--- config.mk ---
export PLATFORM = sky130hd
export DESIGN_NAME = refcounted_index_allocator_unit
export DESIGN_NICKNAME = d
export VERILOG_FILES = /design/src/rtl/rcia_pkg.sv /design/src/rtl/refcounted_index_allocator_unit.sv /design/src/rtl/rcia_ram.sv /design/src/rtl/rcia_ffz.sv
export VERILOG_INCLUDE_DIRS = /design/src /design/src/rtl
export SDC_FILE = /design/constraint.sdc
export NUM_CORES = 2
export LEC_CHECK = 0
export BUFFER_PORTS_ARGS = -buffer_cell sky130_fd_sc_hd__buf_2
export CAP_MARGIN = 20
export CORE_MARGIN = 2
export CORE_UTILIZATION = 51
export DETAILED_ROUTE_END_ITERATION = 10
export GPL_TIMING_DRIVEN = 1
export PLACE_DENSITY = 0.68
export SLEW_MARGIN = 30
export SYNTH_ARGS = -nofsm -noshare
export SYNTH_HDL_FRONTEND = slang
export SYNTH_SLANG_ARGS = --single-unit
export TNS_END_PERCENT = 5
--- constraint.sdc ---
create_clock -name clk -period 7.8 [get_ports clk]
set_input_delay 0.39 -clock clk [delete_from_list [all_inputs] [get_ports clk]]
set_output_delay 0.39 -clock clk [all_outputs]
set_load 0.01 [all_outputs]
--- src/rtl/assert_macros.svh ---
// ----------------------------------------------------------------------------
// Assertion macros
// Shared concurrent assertion forms, sampled on the rising clock edge and
// switched off while reset is high.
// ----------------------------------------------------------------------------
`ifndef ASSERT_MACROS_SVH
`define ASSERT_MACROS_SVH

// Consequent must hold in the same cycle as the antecedent.
`define ASSERT_SAME(label, clk, rst, ante, cons, msg) \
  label: assert property (@(posedge clk) disable iff (rst) (ante) |-> (cons)) \
    else $error(msg);

// Consequent must hold in the cycle after the antecedent.
`define ASSERT_NEXT(label, clk, rst, ante, cons, msg) \
  label: assert property (@(posedge clk) disable iff (rst) (ante) |=> (cons)) \
    else $error(msg);

`endif

--- src/rtl/rcia_pkg.sv ---
// ----------------------------------------------------------------------------
// rcia_pkg
// Types and constants shared by the index allocator modules.
// ----------------------------------------------------------------------------
`timescale 1ns / 1ps

package rcia_pkg;

  localparam int WORD_BITS  = 64;
  localparam int BIT_W      = 6;
  localparam int COUNT_W    = 16;
  localparam int IN_INDEX_W = 7;
  localparam int REQ_W      = 6;
  localparam logic [COUNT_W-1:0] COUNT_MAX = 16'hffff;

  typedef enum logic [1:0] {
    OP_ALLOC = 2'd0,
    OP_FREE  = 2'd1,
    OP_EXIT  = 2'd2
  } op_t;

  typedef enum logic [1:0] {
    ST_OK       = 2'd0,
    ST_NO_FREE  = 2'd1,
    ST_MISMATCH = 2'd2,
    ST_OVERFLOW = 2'd3
  } status_t;

  typedef enum logic [2:0] {
    S_CLEAR,
    S_IDLE,
    S_LOOK,
    S_SCAN,
    S_REL
  } state_t;

  // Result of the find-first-zero unit.
  typedef struct packed {
    logic             found;
    logic [BIT_W-1:0] pos;
  } ffz_res_t;

endpackage

--- src/rtl/refcounted_index_allocator_unit.sv ---
// ----------------------------------------------------------------------------
// refcounted_index_allocator_unit
// Hands out small indices from a free bitmap, with a hold count per requester.
// ----------------------------------------------------------------------------
`timescale 1ns / 1ps
`include "assert_macros.svh"

// A command word is taken when start is high and busy is low. Its result
// word appears on granted_index, status and hold_count_out, which keep it
// until the next result, with done high for exactly one cycle; there is no
// way to hold it off, so sample it then. After reset the block sweeps both
// tables clear and keeps busy high until the sweep is done.
// On acceptance the requester table is read, and its entry is decided in
// S_LOOK, after which most commands are ready for the next word. A free
// that drops the count to zero, and an exit that holds an index, add the
// S_REL state for the bitmap read-modify-write. An allocate by an idle
// requester scans the bitmap one 64-bit word per cycle through the shared
// find-first-zero unit, checking word zero in S_LOOK and each later word in
// S_SCAN, up to the last word.
// done rises the cycle after the decision, so it may coincide with busy low
// and the next word being accepted.
module refcounted_index_allocator_unit import rcia_pkg::*; #(
  parameter int NUM_INDICES    = 128,
  parameter int NUM_REQUESTERS = 64
) (
  input  logic                  clk,
  input  logic                  rst,
  input  logic                  start,
  output logic                  busy,
  input  logic [1:0]            op,
  input  logic [REQ_W-1:0]      requester,
  input  logic [IN_INDEX_W-1:0] free_index,
  output logic                  done,
  output logic [IN_INDEX_W-1:0] granted_index,
  output logic [1:0]            status,
  output logic [COUNT_W-1:0]    hold_count_out
);

  // Bitmap geometry
  localparam int BW   = (NUM_INDICES + WORD_BITS - 1) / WORD_BITS;
  localparam int WAW  = (BW > 1) ? $clog2(BW) : 1;
  localparam int HIW  = $clog2(BW * WORD_BITS);
  // Requester table geometry
  localparam int RAW  = (NUM_REQUESTERS > 1) ? $clog2(NUM_REQUESTERS) : 1;
  localparam int EW   = HIW + COUNT_W;
  // Clearing sweep
  localparam int CLR  = (NUM_REQUESTERS > BW) ? NUM_REQUESTERS : BW;
  localparam int CLW  = (CLR > 1) ? $clog2(CLR) : 1;
  // Width for comparing a held index with the freed index
  localparam int CMPW = (HIW > IN_INDEX_W) ? HIW : IN_INDEX_W;

  // Sequencer and command registers
  state_t                state, state_next;
  op_t                   cur_op, cur_op_next;
  logic [RAW-1:0]        cur_req, cur_req_next;
  logic                  cur_in_range, cur_in_range_next;
  logic [IN_INDEX_W-1:0] cur_fidx, cur_fidx_next;
  logic [HIW-1:0]        cur_held, cur_held_next;
  logic [WAW-1:0]        scan_addr, scan_addr_next;
  logic [CLW-1:0]        clr_cnt, clr_cnt_next;

  // Result word staging
  logic                  fire;
  logic [IN_INDEX_W-1:0] fire_index;
  status_t               fire_status;
  logic [COUNT_W-1:0]    fire_count;

  // Requester table port
  logic           tab_we, tab_re;
  logic [RAW-1:0] tab_waddr, tab_raddr;
  logic [EW-1:0]  tab_wdata, tab_rdata;

  // Bitmap port
  logic                 bm_we, bm_re;
  logic [WAW-1:0]       bm_waddr, bm_raddr;
  logic [WORD_BITS-1:0] bm_wdata, bm_rdata;

  // Decoded table entry and scan candidate
  logic [HIW-1:0]        ent_held;
  logic [COUNT_W-1:0]    ent_count;
  logic [IN_INDEX_W-1:0] ent_held_out;
  ffz_res_t              scan_res;
  logic [HIW-1:0]        cand;
  logic                  cand_ok;
  logic                  scan_last;

  rcia_ram #(
    .WIDTH (EW),
    .DEPTH (NUM_REQUESTERS)
  ) u_table (
    .clk   (clk),
    .we    (tab_we),
    .waddr (tab_waddr),
    .wdata (tab_wdata),
    .re    (tab_re),
    .raddr (tab_raddr),
    .rdata (tab_rdata)
  );

  rcia_ram #(
    .WIDTH (WORD_BITS),
    .DEPTH (BW)
  ) u_bitmap (
    .clk   (clk),
    .we    (bm_we),
    .waddr (bm_waddr),
    .wdata (bm_wdata),
    .re    (bm_re),
    .raddr (bm_raddr),
    .rdata (bm_rdata)
  );

  // Shared find-first-zero unit, fed with whichever bitmap word was read last.
  rcia_ffz u_ffz (
    .word (bm_rdata),
    .res  (scan_res)
  );

  assign ent_held     = tab_rdata[EW-1:COUNT_W];
  assign ent_count    = tab_rdata[COUNT_W-1:0];
  assign ent_held_out = IN_INDEX_W'(ent_held);

  // Index of the lowest clear bit in the current word; bits beyond the
  // configured index count never qualify.
  assign cand      = HIW'({scan_addr, scan_res.pos});
  assign cand_ok   = scan_res.found && ({1'b0, cand} < (HIW + 1)'(NUM_INDICES));
  assign scan_last = (scan_addr == WAW'(BW - 1));

  assign busy = (state != S_IDLE);

  always_ff @(posedge clk) begin
    if (rst) begin
      state   <= S_CLEAR;
      clr_cnt <= '0;
    end else begin
      state   <= state_next;
      clr_cnt <= clr_cnt_next;
    end
  end

  always_ff @(posedge clk) begin
    cur_op       <= cur_op_next;
    cur_req      <= cur_req_next;
    cur_in_range <= cur_in_range_next;
    cur_fidx     <= cur_fidx_next;
    cur_held     <= cur_held_next;
    scan_addr    <= scan_addr_next;
  end

  // Result word: strobe for one cycle, payload held until the next one.
  always_ff @(posedge clk) begin
    if (rst) begin
      done <= 1'b0;
    end else begin
      done <= fire;
    end
  end

  always_ff @(posedge clk) begin
    if (fire) begin
      granted_index  <= fire_index;
      status         <= fire_status;
      hold_count_out <= fire_count;
    end
  end

  always_comb begin
    state_next        = state;
    cur_op_next       = cur_op;
    cur_req_next      = cur_req;
    cur_in_range_next = cur_in_range;
    cur_fidx_next     = cur_fidx;
    cur_held_next     = cur_held;
    scan_addr_next    = scan_addr;
    clr_cnt_next      = clr_cnt;

    tab_we    = 1'b0;
    tab_waddr = cur_req;
    tab_wdata = '0;
    tab_re    = 1'b0;
    tab_raddr = RAW'(requester);

    bm_we    = 1'b0;
    bm_waddr = scan_addr;
    bm_wdata = '0;
    bm_re    = 1'b0;
    bm_raddr = '0;

    fire        = 1'b0;
    fire_index  = '0;
    fire_status = ST_OK;
    fire_count  = '0;

    unique case (state)
      S_CLEAR: begin
        // Zero one table entry and one bitmap word per cycle.
        tab_we       = (32'(clr_cnt) < NUM_REQUESTERS);
        tab_waddr    = RAW'(clr_cnt);
        bm_we        = (32'(clr_cnt) < BW);
        bm_waddr     = WAW'(clr_cnt);
        clr_cnt_next = CLW'(clr_cnt + 1'b1);
        if (clr_cnt == CLW'(CLR - 1)) begin
          state_next = S_IDLE;
        end
      end

      S_IDLE: begin
        if (start) begin
          cur_op_next       = op_t'(op);
          cur_req_next      = RAW'(requester);
          cur_in_range_next = (32'(requester) < NUM_REQUESTERS);
          cur_fidx_next     = free_index;
          scan_addr_next    = '0;
          tab_re            = 1'b1;
          bm_re             = 1'b1;
          bm_raddr          = '0;
          state_next        = S_LOOK;
        end
      end

      S_LOOK: begin
        cur_held_next = ent_held;
        state_next    = S_IDLE;
        if (!cur_in_range) begin
          fire        = 1'b1;
          fire_status = ST_MISMATCH;
        end else begin
          unique case (cur_op)
            OP_ALLOC: begin
              if (ent_count != '0) begin
                fire       = 1'b1;
                fire_index = ent_held_out;
                if (ent_count == COUNT_MAX) begin
                  // Saturate and flag; the entry stays as it is.
                  fire_status = ST_OVERFLOW;
                  fire_count  = COUNT_MAX;
                end else begin
                  tab_we     = 1'b1;
                  tab_wdata  = {ent_held, COUNT_W'(ent_count + 1'b1)};
                  fire_count = COUNT_W'(ent_count + 1'b1);
                end
              end else if (cand_ok) begin
                // Word zero already holds a usable clear bit.
                bm_we       = 1'b1;
                bm_waddr    = scan_addr;
                bm_wdata    = bm_rdata | (WORD_BITS'(1) << scan_res.pos);
                tab_we      = 1'b1;
                tab_wdata   = {cand, COUNT_W'(1)};
                fire        = 1'b1;
                fire_index  = IN_INDEX_W'(cand);
                fire_count  = COUNT_W'(1);
              end else if (!scan_res.found && !scan_last) begin
                scan_addr_next = WAW'(scan_addr + 1'b1);
                bm_re          = 1'b1;
                bm_raddr       = WAW'(scan_addr + 1'b1);
                state_next     = S_SCAN;
              end else begin
                fire        = 1'b1;
                fire_status = ST_NO_FREE;
              end
            end

            OP_FREE: begin
              if (ent_count == '0 || CMPW'(ent_held) != CMPW'(cur_fidx)) begin
                fire        = 1'b1;
                fire_status = ST_MISMATCH;
                fire_index  = (ent_count != '0) ? ent_held_out : '0;
                fire_count  = ent_count;
              end else if (ent_count == COUNT_W'(1)) begin
                // Last hold goes: drop the entry and release the bit.
                tab_we     = 1'b1;
                tab_wdata  = '0;
                bm_re      = 1'b1;
                bm_raddr   = WAW'(ent_held >> BIT_W);
                state_next = S_REL;
              end else begin
                tab_we     = 1'b1;
                tab_wdata  = {ent_held, COUNT_W'(ent_count - 1'b1)};
                fire       = 1'b1;
                fire_index = ent_held_out;
                fire_count = COUNT_W'(ent_count - 1'b1);
              end
            end

            OP_EXIT: begin
              tab_we    = 1'b1;
              tab_wdata = '0;
              if (ent_count != '0) begin
                bm_re      = 1'b1;
                bm_raddr   = WAW'(ent_held >> BIT_W);
                state_next = S_REL;
              end else begin
                fire = 1'b1;
              end
            end

            default: begin
              // Unused code: report the entry and change nothing.
              fire       = 1'b1;
              fire_index = (ent_count != '0) ? ent_held_out : '0;
              fire_count = ent_count;
            end
          endcase
        end
      end

      S_SCAN: begin
        state_next = S_IDLE;
        if (cand_ok) begin
          bm_we      = 1'b1;
          bm_waddr   = scan_addr;
          bm_wdata   = bm_rdata | (WORD_BITS'(1) << scan_res.pos);
          tab_we     = 1'b1;
          tab_wdata  = {cand, COUNT_W'(1)};
          fire       = 1'b1;
          fire_index = IN_INDEX_W'(cand);
          fire_count = COUNT_W'(1);
        end else if (!scan_res.found && !scan_last) begin
          // Word full: advance to the next one.
          scan_addr_next = WAW'(scan_addr + 1'b1);
          bm_re          = 1'b1;
          bm_raddr       = WAW'(scan_addr + 1'b1);
          state_next     = S_SCAN;
        end else begin
          fire        = 1'b1;
          fire_status = ST_NO_FREE;
        end
      end

      S_REL: begin
        // Clear the released bit in the word read last cycle.
        bm_we      = 1'b1;
        bm_waddr   = WAW'(cur_held >> BIT_W);
        bm_wdata   = bm_rdata & ~(WORD_BITS'(1) << cur_held[BIT_W-1:0]);
        fire       = 1'b1;
        state_next = S_IDLE;
      end

      default: begin
        state_next = S_IDLE;
      end
    endcase
  end

  // --------------------------------------------------------------------------
  // Assertions
  // --------------------------------------------------------------------------
  `ASSERT_NEXT(a_accept_raises_busy, clk, rst, start && !busy, busy,
               "accepted command word did not raise busy")
  `ASSERT_SAME(a_done_after_work, clk, rst, done, $past(busy),
               "result word without a command in progress")
  `ASSERT_SAME(a_zero_count_zero_index, clk, rst, done && hold_count_out == '0,
               granted_index == '0, "index reported with a zero hold count")
  `ASSERT_SAME(a_no_free_empty, clk, rst, done && status == ST_NO_FREE,
               hold_count_out == '0, "no free index reported with a hold count")

endmodule

--- src/rtl/rcia_ram.sv ---
// ----------------------------------------------------------------------------
// rcia_ram
// Generic single write port RAM with one registered read port.
// ----------------------------------------------------------------------------
`timescale 1ns / 1ps

module rcia_ram #(
  parameter int WIDTH = 8,
  parameter int DEPTH = 16
) (
  input  logic                                   clk,
  input  logic                                   we,
  input  logic [((DEPTH > 1) ? $clog2(DEPTH) : 1)-1:0] waddr,
  input  logic [WIDTH-1:0]                       wdata,
  input  logic                                   re,
  input  logic [((DEPTH > 1) ? $clog2(DEPTH) : 1)-1:0] raddr,
  output logic [WIDTH-1:0]                       rdata
);

  logic [WIDTH-1:0] mem [DEPTH];

  always_ff @(posedge clk) begin
    if (we) begin
      mem[waddr] <= wdata;
    end
    if (re) begin
      rdata <= mem[raddr];
    end
  end

endmodule

--- src/rtl/rcia_ffz.sv ---
// ----------------------------------------------------------------------------
// rcia_ffz
// Find-first-zero over one bitmap word: lowest clear bit and whether any.
// ----------------------------------------------------------------------------
`timescale 1ns / 1ps

module rcia_ffz import rcia_pkg::*; (
  input  logic [WORD_BITS-1:0] word,
  output ffz_res_t             res
);

  // Walk from the top so the lowest clear bit wins.
  always_comb begin
    res = '0;
    for (int i = WORD_BITS - 1; i >= 0; i--) begin
      if (!word[i]) begin
        res.found = 1'b1;
        res.pos   = BIT_W'(i);
      end
    end
  end

endmodule
==> flow_summary.toml <==
[grt]
grt_usage_pct = 23.4
grt_pass1_vias = 33700
antenna_found_initial = 8
gr-total-overflow = 0
grt_max_degree = 110
grt_pass1_wl_um = 238000

[timing]
final_hold_viol_count = 0
tns_ns = 0
finalSetupViolCount = 0
grt_setup_unrepaired = "no"
drv_slew = 0
skew_ns = 0.0476
min_period_ns = 4.67
max_freq_ghz = 0.214
finalCritPeriodShare_pct = 59.8
worstMarginPinSlew_ns = 0.983
max-slew-margin-rel_pct = 33.6

[placement]
dp_hpwl_um = 101000
port_buffers = 44
gp_congestion = 0.912

[yosys]
yosysWarnings = 0
ys.flop_type = "edfxtp_1"
synthTopCellsByCount = "edfxtp_1, mux4_2, a21oi_1, nor2_1, clkbuf_1"
synth_edf_count = 1735
avgSynthCellArea_sq_um = 20.8
yosys.area.top_type_share_pct = 74.5
synth_cell_types = 80
synthTopCellsByArea = "edfxtp_1, mux4_2, mux2_4, a21oi_1, o21ai_0"
ys_seq_area_share_pct = 74.8
ys_async_sr_fraction_pct = 0
synth_nets = 3385
synth.most_common_cell = "edfxtp_1"
netlist_area_sq_um = 70000
synth-seq-cells = 1745
synth_area_leader_cell = "edfxtp_1"
synthCells = 3363

[critical_path]
end_kind = "flop"
cp-start-kind = "flop"
worstSetupPathType = "reg -> reg"
cp_data_required_time_ns = 8.34
worstPathMaxFanout = 13
arrival_ns = 5.21
rrSetupSlack_ns = 3.13

[route]
drtIter0Drc = 4807
wire_per_inst_um = 29.9
route.detailed.drc = 0
vias = 34800
wl_um = 163000
postRouteAntennaNets = 0
dr.pass1.iters = 7
viasPerCell = 6.36

[final_layout]
drive_above_1_share_pct = 29.1
nFillCells = 9793
final_util_pct = 58.0
num-nets-final = 3552
regArea_sq_um = 52300
multiInputGateArea_sq_um = 17200
syn_to_final_growth_pct = 12.6

[clock_tree]
clock_sinks = 1745
insertion_delay_ns = 0.82
cts_resized = 0
cts_tree = "built"
clkTransAtPathRegs_ns = 0.06
cts_buffer_depth = 3
cts-root-buf = "clkbuf_16"
cts_buffers = 173
cts_max_level = 4

[floorplanning]
rows = 135
core_sq_um = 136000
die_w_um = 374
die_height_um = 374
start_util_pct = 51.5
dieArea_sq_um = 140000
boundaryPins = 45

[hold_path]
hold_path_class = "in -> reg"

[pwr]
power_mw = 18.9
peakVddDrop_mv = 0.192
p_leak_nw = 21.5
powerDensity_nw_per_um2 = 240

[status]
status = "finished, final reports clean"

[flow_run]
drv_cap = 0
[per-stage QoR]
step                cell area (sq um)  setup WS, ns  hold slack, ns  std cells
CTS                             78600          3.30           0.155       5453
floorplan                       70000         0.638           0.489       3363
detailed placement              73100          3.29           0.534       5121
global placement                73000          3.16           0.516       5117
global route                    78700          2.95           0.198       5457
finish                          78700          3.13           0.208       5461
[state kept, by name (all words and copies together), names as in the netlist, 7 cells and up]
| signal | cells |
|---|---|
| u_bitmap.rdata | 64 |
| cur_fidx | 7 |
| granted_index | 7 |
| cur_held | 7 |
| u_table.mem | 1472 |
| u_bitmap.mem | 128 |
| u_table.rdata | 23 |
| hold_count_out | 16 |
[area by class of cell]
cell class                 instances  area share, %
inverter                          47          0.224
clock buffer                     208           5.69
sequential                      1745           66.4
multi-input combinational       1390           21.8
antenna                            4         0.0127
timing repair buffer             173           1.78
clock inverter                   113           1.26
tap                             1781           2.83
[layer usage]
metal  wire length [um]  global-route usage [%]  vias to the layer above
met5                 64                       0                        -
met2              76800                    35.5                     1641
met1              68200                    34.5                    18400
met3              13300                    4.54                      263
li1                   -                       -                    14500
met4               4910                    7.48                        8
[critical path, cell delays in order (launching register included)]
cell      delay, ns
edfxtp_1       0.60
ha_1           0.33
inv_1          0.09
nor3_1         0.61
nand4_1        0.67
o21ai_1        0.37
a211oi_4       0.10
buf_4          0.23
o21ai_1        0.72
nor2_2         0.37
buf_4          0.31
[logic make-up (layout without fill, tap and decap cells)]
logic type	Yosys count	in the layout	synth area share, %
muxes	553	553	17.0
xor gates and xnor gates	20	20	0.250
DFF	1745	1745	74.8
AOI/OAI and AO/OA	387	387	3.35
and+or+nand+nor	426	426	3.12
other	0	4	0
buffers and inverters	228	541	1.47
adders and majority gates	4	4	0.0715
[placed cells by master (no fill, tap or decap), drive strengths merged, types with 11 or more instances in the layout]
master,instances
a21oi,124
a31oi,22
and2,16
buf,160
clkbuf,210
clkinv,87
dlygate4sd3,11
edfxtp,1735
inv,57
mux2,65
mux4,483
nand2,88
nand2b,14
nand3,34
nand4,32
nor2,124
nor2b,16
nor3,36
nor4,12
o21ai,119
o22ai,35
or3,13
xnor2,11
[power by group]
part | switching, mW | leakage (nW) | total, mW | internal (mW)
registers | 0.0280 | 13.4 | 10.3 | 10.3
clock network | 3.52 | 2.65 | 7.98 | 4.47
logic | 0.324 | 5.39 | 0.567 | 0.243
[what timing repair did]
| item | CTS | global route |
|---|---|---|
| hold buffers | 11 | 0 |
| buffers inserted | 0 | 0 |
| hold endpoints to repair | 18 | 0 |
[worst paths after layout]
| kind | from | endpoint | depth (start not counted) |
|---|---|---|---|
| worst max register to register | u_table.rdata[0] | u_table.mem[48][22] | 10 |
| worst min register to register | u_bitmap.mem[0][22] | u_bitmap.rdata[22] | 1 |
| worst max-delay path | u_table.rdata[0] | u_table.mem[48][22] | 10 |
| worst min-delay path | requester[5] | cur_req[5] | 1 |
No activity file was read; power rests on OpenSTA's default activity.
